`src/hw/rtl/str_pkg.sv`:
```
`default_nettype none

package str_pkg;

  // Field widths of the request and response channels.
  localparam int unsigned CMD_W       = 2;
  localparam int unsigned ID_W        = 32;
  localparam int unsigned TAG_W       = 16;
  localparam int unsigned STAT_W      = 16;
  localparam int unsigned TIME_W      = 48;
  localparam int unsigned IDX_W       = 8;
  localparam int unsigned CNT_OUT_W   = 9;

  // Depth of the request queue between the front and the back end.
  localparam int unsigned QUEUE_DEPTH = 2;

  typedef enum logic [CMD_W-1:0] {
    CMD_BEGIN = 2'd0,
    CMD_END   = 2'd1,
    CMD_CLEAR = 2'd2,
    CMD_READ  = 2'd3
  } cmd_e;

  typedef enum logic [1:0] {
    ST_IDLE,
    ST_SEARCH,
    ST_READ
  } eng_state_e;

  // A decoded request as it travels from the front to the back end.
  typedef struct packed {
    cmd_e                      cmd;
    logic [ID_W-1:0]           end_id;
    logic signed [STAT_W-1:0]  status_in;
    logic [TAG_W-1:0]          new_tag;
    logic [TIME_W-1:0]         now_ms;
    logic [IDX_W-1:0]          read_index;
  } op_t;

  // One span record in the ring.
  typedef struct packed {
    logic [ID_W-1:0]           id;
    logic [TAG_W-1:0]          tag;
    logic [TIME_W-1:0]         start;
    logic [TIME_W-1:0]         stop;
    logic signed [STAT_W-1:0]  status;
    logic                      open;
  } rec_t;

  // One response as held in the output register.
  typedef struct packed {
    logic [ID_W-1:0]           span_id;
    logic                      matched;
    logic [CNT_OUT_W-1:0]      entry_count;
    logic                      entry_valid;
    logic [TAG_W-1:0]          entry_tag;
    logic [TIME_W-1:0]         start_time;
    logic [TIME_W-1:0]         end_time;
    logic [TIME_W-1:0]         duration;
    logic signed [STAT_W-1:0]  status_out;
  } rsp_t;

endpackage

`default_nettype wire

```
`src/hw/rtl/str_chan_if.sv`:
```
`default_nettype none

// Request channel: one command with its operands.
interface str_req_if;
  import str_pkg::*;

  logic                      valid;
  logic                      ready;
  logic [CMD_W-1:0]          cmd;
  logic [ID_W-1:0]           end_id;
  logic signed [STAT_W-1:0]  status_in;
  logic [TAG_W-1:0]          new_tag;
  logic [TIME_W-1:0]         now_ms;
  logic [IDX_W-1:0]          read_index;

  modport source (
    output valid, cmd, end_id, status_in, new_tag, now_ms, read_index,
    input  ready
  );

  modport sink (
    input  valid, cmd, end_id, status_in, new_tag, now_ms, read_index,
    output ready
  );
endinterface


`default_nettype wire

```
`src/hw/rtl/str_front.sv`:
```
`default_nettype none

module str_front (
  input  wire logic   clk_i,
  input  wire logic   rst_ni,
  str_req_if.sink     req_i,
  output logic        op_valid_o,
  output str_pkg::op_t op_o,
  input  wire logic   op_pop_i
);
  import str_pkg::*;

  localparam int unsigned QPTR_W = (QUEUE_DEPTH > 1) ? $clog2(QUEUE_DEPTH) : 1;
  localparam int unsigned QCNT_W = $clog2(QUEUE_DEPTH + 1);
  localparam logic [QPTR_W-1:0] QLAST = QPTR_W'(QUEUE_DEPTH - 1);
  localparam logic [QCNT_W-1:0] QFULL = QCNT_W'(QUEUE_DEPTH);

  op_t               q_mem [QUEUE_DEPTH];
  op_t               in_op;
  logic [QPTR_W-1:0] wr_q, wr_d;
  logic [QPTR_W-1:0] rd_q, rd_d;
  logic [QCNT_W-1:0] cnt_q, cnt_d;
  logic              push;
  logic              pop;

  // Decode the incoming request into a command and its operands.
  always_comb begin
    in_op            = '0;
    in_op.cmd        = cmd_e'(req_i.cmd);
    in_op.end_id     = req_i.end_id;
    in_op.status_in  = req_i.status_in;
    in_op.new_tag    = req_i.new_tag;
    in_op.now_ms     = req_i.now_ms;
    in_op.read_index = req_i.read_index;
  end

  assign req_i.ready = (cnt_q != QFULL);
  assign push        = req_i.valid && req_i.ready;
  assign op_valid_o  = (cnt_q != '0);
  assign pop         = op_pop_i && op_valid_o;
  assign op_o        = q_mem[rd_q];

  // Queue pointers and occupancy.
  always_comb begin
    wr_d  = wr_q;
    rd_d  = rd_q;
    cnt_d = cnt_q;
    if (push) begin
      wr_d = (wr_q == QLAST) ? '0 : wr_q + QPTR_W'(1);
    end
    if (pop) begin
      rd_d = (rd_q == QLAST) ? '0 : rd_q + QPTR_W'(1);
    end
    if (push && !pop) begin
      cnt_d = cnt_q + QCNT_W'(1);
    end else if (pop && !push) begin
      cnt_d = cnt_q - QCNT_W'(1);
    end
  end

  always_ff @(posedge clk_i or negedge rst_ni) begin
    if (!rst_ni) begin
      wr_q  <= '0;
      rd_q  <= '0;
      cnt_q <= '0;
    end else begin
      wr_q  <= wr_d;
      rd_q  <= rd_d;
      cnt_q <= cnt_d;
    end
  end

  // Queue storage.
  always_ff @(posedge clk_i) begin
    if (push) begin
      q_mem[wr_q] <= in_op;
    end
  end

endmodule

`default_nettype wire

```
`src/flat_wrapper.sv`:
```
// flat-port wrapper written by rule: the top's interface ports become plain ports
module str_front_flat import str_pkg::*;
  (clk_i, rst_ni, op_valid_o, op_o, op_pop_i, req_i_valid, req_i_cmd, req_i_end_id, req_i_status_in, req_i_new_tag, req_i_now_ms, req_i_read_index, req_i_ready);
  str_req_if req_i_i ();
  input  wire logic clk_i;
  input  wire logic rst_ni;
  output logic op_valid_o;
  output str_pkg::op_t op_o;
  input  wire logic op_pop_i;
  input wire logic [$bits(req_i_i.valid)-1:0] req_i_valid;
  input wire logic [$bits(req_i_i.cmd)-1:0] req_i_cmd;
  input wire logic [$bits(req_i_i.end_id)-1:0] req_i_end_id;
  input wire logic [$bits(req_i_i.status_in)-1:0] req_i_status_in;
  input wire logic [$bits(req_i_i.new_tag)-1:0] req_i_new_tag;
  input wire logic [$bits(req_i_i.now_ms)-1:0] req_i_now_ms;
  input wire logic [$bits(req_i_i.read_index)-1:0] req_i_read_index;
  output wire logic [$bits(req_i_i.ready)-1:0] req_i_ready;
  assign req_i_i.valid = req_i_valid;
  assign req_i_i.cmd = req_i_cmd;
  assign req_i_i.end_id = req_i_end_id;
  assign req_i_i.status_in = req_i_status_in;
  assign req_i_i.new_tag = req_i_new_tag;
  assign req_i_i.now_ms = req_i_now_ms;
  assign req_i_i.read_index = req_i_read_index;
  assign req_i_ready = req_i_i.ready;
  str_front u_core (.clk_i(clk_i), .rst_ni(rst_ni), .req_i(req_i_i), .op_valid_o(op_valid_o), .op_o(op_o), .op_pop_i(op_pop_i));
endmodule
```
`config.mk`:
```
export PLATFORM = sky130hd
export DESIGN_NAME = str_front_flat
export DESIGN_NICKNAME = d
export VERILOG_FILES = /design/src/hw/rtl/str_pkg.sv /design/src/hw/rtl/str_chan_if.sv /design/src/hw/rtl/str_front.sv /design/src/flat_wrapper.sv
export SDC_FILE = /design/constraint.sdc
export NUM_CORES = 1
export LEC_CHECK = 0
export BUFFER_PORTS_ARGS = -buffer_cell sky130_fd_sc_hd__buf_2
export CORE_MARGIN = 2
export CORE_UTILIZATION = 56
export CTS_CLUSTER_SIZE = 20
export DETAILED_ROUTE_END_ITERATION = 7
export PLACE_DENSITY = 0.84
export SLEW_MARGIN = 20
export SYNTH_ARGS = -nofsm -noshare
export SYNTH_HDL_FRONTEND = slang
export SYNTH_SLANG_ARGS = --single-unit
```
`constraint.sdc`:
```
create_clock -name clk_i -period 15.2 [get_ports clk_i]
set_input_delay 2.28 -clock clk_i [delete_from_list [all_inputs] [get_ports clk_i]]
set_output_delay 2.28 -clock clk_i [all_outputs]
set_load 0.1 [all_outputs]
```
==> results.txt, run 1 <==
----------------------------------------------------
[Run status]
  Result of the run ... complete, no violations

[Timing]
  Final number of setup-violating endpoints ... 0
  Final-layout setup total negative slack ... 0 ns
  Unrepaired setup endpoints after global routing ... no
  Max-slew violations ... 0
  Remaining max-slew budget at the tightest pin ... 40.5%
  Achievable clock frequency ... 0.195 GHz
  Worst setup slack after layout ... 10.08 ns
  Final period utilization ... 33.7%
  Hold Fails Final Rpt ... 0
  Min Clock Period, post-route ... 5.12 ns
  Tightest Pin Transition ... 0.893 ns
  Worst-case clock skew ... 0.0111 ns

[Synth]
  Count of state elements after synthesis ... 248
  Sequential-to-total area share from yosys stat ... 80.0%
  Syn_nets ... 525
  Cells after Synth ... 398
  Mapped cell area ... 9290 µm²
  Number of distinct library cells after synthesis ... 16
  Synthesized area divided by synthesized cell count ... 23.3 µm²
  Number of warnings printed during yosys synthesis ... 0

[Clock tree]
  Hold buffer count at cts ... 0
  Clock tree from TritonCTS ... done
  CTS Buf Count ... 24
  Buffer count from post-CTS setup fixing ... 0
  Number of buffers between clock root and the deepest sink ... 3
  Deepest level of the CTS H-tree ... 1
  Root Buffer Master ... clkbuf_16
  Clock-pin slew of the registers on the worst-case setup and hold paths ... 0.06 ns
  Number of gates resized after CTS ... 0
  Latest clock arrival within the worst-skew pair ... 0.50 ns
  Sinks on the clock net ... 248

[Final layout]
  Share of post-route cells with drive strength above 1 ... 61.0%
  Commonest non-fill, non-tap cell in the layout ... buf_2
  Ant. Diodes ... 0
  Post-layout nets ... 791
  Commonest non-fill, non-tap cells in the layout ... 249 x buf_2, 244 x edfxtp_1, 70 x mux2_4, 52 x mux2_2, 25 x clkbuf_16
  Area Overhead vs Synth ... 24.3%
  Number of standard cells in the final layout excluding fillers ... 900

[Routing]
  DRC violation count after routing ... 0
  Number of search-and-repair iterations in the first detailed-routing pass ... 4
  Per-cell via count in the routed design ... 5.18
  Routed Wire Length ... 16700 µm
  Antenna Violating Nets Remaining ... 0
  Detailed Route Iter0 Violations ... 241
  Final routed wire length divided by cell count ... 18.6 µm
  Overall via count from detail_route ... 4662

[GRT]
  Aggregate global routing overflow ... 0
  Most used routing layer in global routing ... met2
  Via count of the first global-routing pass ... 4852
  GRT Util Overall ... 18.6%
  Met1 global-route usage ... 24.4%
  Global routing met3 resource utilization ... 6.02%
  Antenna violations before repair ... 2
  GRT met2 Usage ... 30.3%
  Global-route wire length before repair ... 25600 µm
  Pin count of the biggest net entering global routing ... 94

[Worst hold path]
  Class of the most critical hold timing path ... flip-flop to flip-flop
  Number of cells on the worst hold path ... 1

[Place]
  Final estimated routing congestion in global placement ... 0.751
  PortBufs ... 249
  Worst slack at placement ... 10.26 ns
  Post-DP HPWL ... 11100 µm
  Placed cell count ... 858

[Worst setup path]
  CP Buf/Inv Count ... 2
  Worst setup path class ... flip-flop to output pin
  Number of cell instances on the worst register-to-register path ... 5
  CP Cell Sequence ... buf_4 -> mux2_2 -> buf_2
  CP startpoint kind ... flip-flop
  Critical path depth ... 3
  Delay of the slowest critical-path stage ... 0.82 ns
  Cell with the biggest individual delay on the critical path ... dfrtp_4
  Max Fanout on Critical Path ... 46
  Data arrival time of the worst path ... 2.84 ns
  Crit-path leading delay family ... buffers and inverters
  Required time of the worst setup path ... 12.92 ns
  Nature of the critical path endpoint ... output pin

[Floorplan]
  Core area ... 16400 µm²
  Floorplan die area ... 17600 µm²
  Starting density of the core ... 56.6%
  Die Ht ... 133 µm
  Number of top-level design ports ... 250
  Horiz. Die Dim ... 133 µm
  # rows ... 47

[Run]
  Max capacitance violation total ... 0

----------------------------------------------------
-- through the flow --
step           utilization (%)  cell area [µm²]  hold slack, ns
6_report                  70.4            11500           0.507
5_1_grt                   70.4            11500           0.545
4_1_cts                   70.4            11500           0.507
3_5_place_dp              65.4            10700           0.489
3_3_place_gp              65.4            10700           0.472
2_1_floorplan                -             9290           0.456
-- metal layers --
metal,part of all wire (%),up-vias
met3,8.9,35
met4,1.9,4
li1,-,2109
met1,41,2302
met2,48,212
met5,0.16,-
-- Yosys cell counts --
library cell / count / area share, %
xor2_1: 2 / 0.19
xnor2_1: 3 / 0.28
nand2_1: 2 / 0.081
and3_1: 1 / 0.067
ha_1: 1 / 0.13
edfxtp_1: 244 / 79
nor2_1: 2 / 0.081
or2_2: 1 / 0.067
nand2b_1: 1 / 0.067
mux2_4: 70 / 11
dfrtp_1: 4 / 1.1
buf_8: 1 / 0.16
buf_6: 8 / 0.97
inv_1: 1 / 0.040
mux2_2: 52 / 6.3
buf_2: 5 / 0.27
-- sequential cells by signal, indices dropped and copies added (netlist names) --
name and flops:
u_core.q_mem 244, u_core.wr_q 1, u_core.rd_q 1, u_core.cnt_q 2
-- cell type report --
class / count / area [µm²]
well taps: 220 / 275
inverters: 1 / 3.75
fillers: 1031 / 4860
flip-flops and latches: 248 / 7430
multi-input cells: 135 / 1740
clock buffers: 30 / 644
repair buffers: 254 / 1290
clock inverters: 12 / 161
-- cell families after synthesis --
| group | count (synthesis) | synth area share [%] |
|---|---|---|
| xor gates and xnor gates | 5 | 0.472 |
| adders and majority gates | 1 | 0.135 |
| buffers and inverters | 15 | 1.44 |
| DFF | 248 | 80.0 |
| muxes | 122 | 17.6 |
| and+or+nand+nor | 7 | 0.364 |
-- worst register-to-register path, delay by kind of cell (launching register included) --
| kind | cells | cell delay (ns) |
|---|---|---|
| buffers and inverters | 2 | 1.30 |
| and+or+nand+nor | 3 | 1.02 |
| DFF | 1 | 0.42 |
-- path summary, 6_finish.rpt --
kind,startpoint,endpoint,slack (ns)
setup / recovery,u_core.rd_q$_DFFE_PN0P_,op_o[120],10.08
hold reg to reg,u_core.cnt_q[1]$_DFFE_PN0P_,u_core.cnt_q[1]$_DFFE_PN0P_,0.51
min in group asynchronous,rst_ni,u_core.wr_q$_DFFE_PN0P_,1.57
setup reg to reg,u_core.cnt_q[0]$_DFFE_PN0P_,u_core.q_mem[0][23]$_DFFE_PP_,12.07
hold / removal,u_core.cnt_q[1]$_DFFE_PN0P_,u_core.cnt_q[1]$_DFFE_PN0P_,0.51
max in group asynchronous,rst_ni,u_core.rd_q$_DFFE_PN0P_,13.48
Power of run 1 is not shown: default switching activity piles up to over one toggle a cycle in this logic, so the estimate is an artifact.
==> inputs of run 2 (changes only) <==
--- a/config.mk
+++ b/config.mk
@@ -7,10 +7,10 @@
 export LEC_CHECK = 0
 export BUFFER_PORTS_ARGS = -buffer_cell sky130_fd_sc_hd__buf_2
 export CORE_MARGIN = 2
-export CORE_UTILIZATION = 56
+export CORE_UTILIZATION = 52
 export CTS_CLUSTER_SIZE = 20
 export DETAILED_ROUTE_END_ITERATION = 7
-export PLACE_DENSITY = 0.84
+export PLACE_DENSITY = 0.79
 export SLEW_MARGIN = 20
 export SYNTH_ARGS = -nofsm -noshare
 export SYNTH_HDL_FRONTEND = slang
==> constraint.sdc (replaced) <==
create_clock -name clk_i -period 5.1 [get_ports clk_i]
set_input_delay 0.765 -clock clk_i [delete_from_list [all_inputs] [get_ports clk_i]]
set_output_delay 0.765 -clock clk_i [all_outputs]
set_load 0.1 [all_outputs]
==> run 2 against run 1 <==
  * Cell count grew 1.2%
  * Register-to-register slack got worse by 9.2 ns
  * Sequential cell count unchanged
  * Critical path depth unchanged
  * Critical endpoint is now op_o[50]
==> results.txt, run 2 (synthesis results as in run 1) <==
----------------------------------------------------
[Timing]
  Final period utilization ... 70.2%
  Unrepaired setup endpoints after global routing ... no
  Achievable clock frequency ... 0.279 GHz
  Final-layout setup total negative slack ... 0 ns (unchanged)
  Final number of setup-violating endpoints ... 0 (unchanged)
  Tightest Pin Transition ... 1.03 ns (+0.138 ns)
  Final worst hold slack ... 0.0723 ns (-0.435 ns)
  Max-slew violations ... 0 (unchanged)
  Remaining max-slew budget at the tightest pin ... 31.3% (-9.2 points)
  Min Clock Period, post-route ... 3.58 ns
  Worst-case clock skew ... 0.0108 ns (-0.000238 ns)
  Hold Fails Final Rpt ... 0 (unchanged)

[Worst setup path]
  Max Fanout on Critical Path ... 66 (+43%)
  Internal reg-to-reg setup slack ... 2.84 ns (-9.23 ns)
  Required time of the worst setup path ... 4.34 ns (-8.58 ns)
  Worst setup path class ... flip-flop to output pin
  Data arrival time of the worst path ... 2.82 ns (-0.02 ns)
  Nature of the critical path endpoint ... output pin
  CP startpoint kind ... flip-flop

[Floorplan]
  # rows ... 48 (+2.1%)
  Floorplan die area ... 18900 µm² (+7.5%)
  Horiz. Die Dim ... 138 µm (+3.7%)
  Starting density of the core ... 53.5% (-3.1 points)
  Die Ht ... 138 µm (+3.7%)
  Core area ... 17400 µm² (+5.8%)
  Number of top-level design ports ... 250 (unchanged)

[Place]
  Final estimated routing congestion in global placement ... 0.763 (+1.7%)
  Post-DP HPWL ... 11100 µm (+0.37%)
  Placed Area ... 10800 µm² (+0.21%)
  PortBufs ... 249 (unchanged)

[Routing]
  Overall via count from detail_route ... 4514 (-3.2%)
  Per-cell via count in the routed design ... 4.95 (-4.3%)
  Routed Wire Length ... 16400 µm (-2.0%)
  Antenna Violating Nets Remaining ... 0 (unchanged)
  Number of search-and-repair iterations in the first detailed-routing pass ... 4 (unchanged)
  Final routed wire length divided by cell count ... 18.0 µm (-3.1%)
  DRC violation count after routing ... 0 (unchanged)
  Detailed Route Iter0 Violations ... 269 (+12%)

[Final layout]
  Commonest non-fill, non-tap cell in the layout ... buf_2
  Share of post-route cells with drive strength above 1 ... 60.6% (-0.45 points)
  Largest register by flop count ... u_core.q_mem
  Area Overhead vs Synth ... 24.2% (about the same)
  Biggest registers after layout ... u_core.q_mem (244), u_core.cnt_q (2)
  Fin area ... 11500 µm² (about the same)
  Largest register FFs ... 244 (unchanged)
  Fraction of the core area covered by cells at the end of the flow ... 66.5% (-3.9 points)
  Post-layout nets ... 794 (+0.38%)
  Commonest non-fill, non-tap cells in the layout ... 249 x buf_2, 244 x edfxtp_1, 70 x mux2_4, 52 x mux2_2, 25 x clkbuf_16

[Run]
  Max capacitance violation total ... 0 (unchanged)

[GRT]
  Global-route wire length before repair ... 23700 µm (-7.1%)
  Via count of the first global-routing pass ... 4659 (-4.0%)
  Pin count of the biggest net entering global routing ... 86 (-8.5%)
  Aggregate global routing overflow ... 0 (unchanged)
  GRT Util Overall ... 16.4% (-2.2 points)
  Antenna violations before repair ... 1 (-1)

[Clock tree]
  Latest clock arrival within the worst-skew pair ... 0.50 ns (about the same)
  Clock-pin slew of the registers on the worst-case setup and hold paths ... 0.06 ns (about the same)
  CTS Buf Count ... 25 (+4.2%)
  Buffer count from post-CTS setup fixing ... 0 (unchanged)
  Deepest level of the CTS H-tree ... 1 (unchanged)
  Clock tree from TritonCTS ... done
  Number of buffers between clock root and the deepest sink ... 3 (unchanged)
  Root Buffer Master ... clkbuf_16
  Sinks on the clock net ... 248 (unchanged)
  Hold buffer count at cts ... 0 (unchanged)
  Number of gates resized after CTS ... 0 (unchanged)

[Worst hold path]
  Class of the most critical hold timing path ... input port to asynchronous set/reset pin

[Run status]
  Result of the run ... complete, no violations

----------------------------------------------------
==> run 2: cell count changes in the layout (fill, tap and decap cells not counted), moves of 2 or more <==
| cell | delta |
|---|---|
| bufinv_16 | -4 |
| clkinv_2 | -2 |
| clkinv_1 | +2 |
| clkbuf_1 | +3 |
| clkbuf_8 | +4 |
==> run 2: layout make-up <==
type / count / area [µm²]
sequential: 248 / 7430
timing repair buffer: 256 / 1330
inverter: 1 / 3.75
fill: 1177 / 5820
tap: 225 / 282
clock buffer: 37 / 711
antenna: 1 / 2.50
multi-input combinational: 135 / 1740
clock inverter: 8 / 37.5
==> run 2: metal layers <==
layer	GRT usage (%)	routed length, µm
met4	4.70	307
met1	20.1	6330
met3	4.08	1490
met2	28.9	8280
met5	0	0
==> run 2: per-stage QoR <==
stage | setup WS [ns] | cells
after floorplan | 0.402 | 398
after detailed placement | 1.99 | 864
after CTS | 1.45 | 909
after global routing | 1.37 | 911
final | 1.52 | 911
after global placement | 2.02 | 864
==> run 2: worst max-delay path: stages, from the launching register on <==
cell and delay [ns]:
dfrtp_4 1.11, buf_4 0.51, mux2_4 0.24, buf_2 0.42
==> run 2: final timing paths <==
| path | start | end | cells past startpoint |
|---|---|---|---|
| worst max register to register | u_core.cnt_q[0]$_DFFE_PN0P_ | u_core.q_mem[1][17]$_DFFE_PP_ | 3 |
| min in group clk_i | req_i_cmd[0] | u_core.q_mem[1][120]$_DFFE_PP_ | 1 |
| worst max-delay path | u_core.rd_q$_DFFE_PN0P_ | op_o[50] | 3 |
| worst min-delay path | rst_ni | u_core.rd_q$_DFFE_PN0P_ | 1 |
| max in group asynchronous | rst_ni | u_core.rd_q$_DFFE_PN0P_ | 1 |
| worst min register to register | u_core.cnt_q[1]$_DFFE_PN0P_ | u_core.cnt_q[1]$_DFFE_PN0P_ | 1 |
Power of run 2 is left out for the same reason.
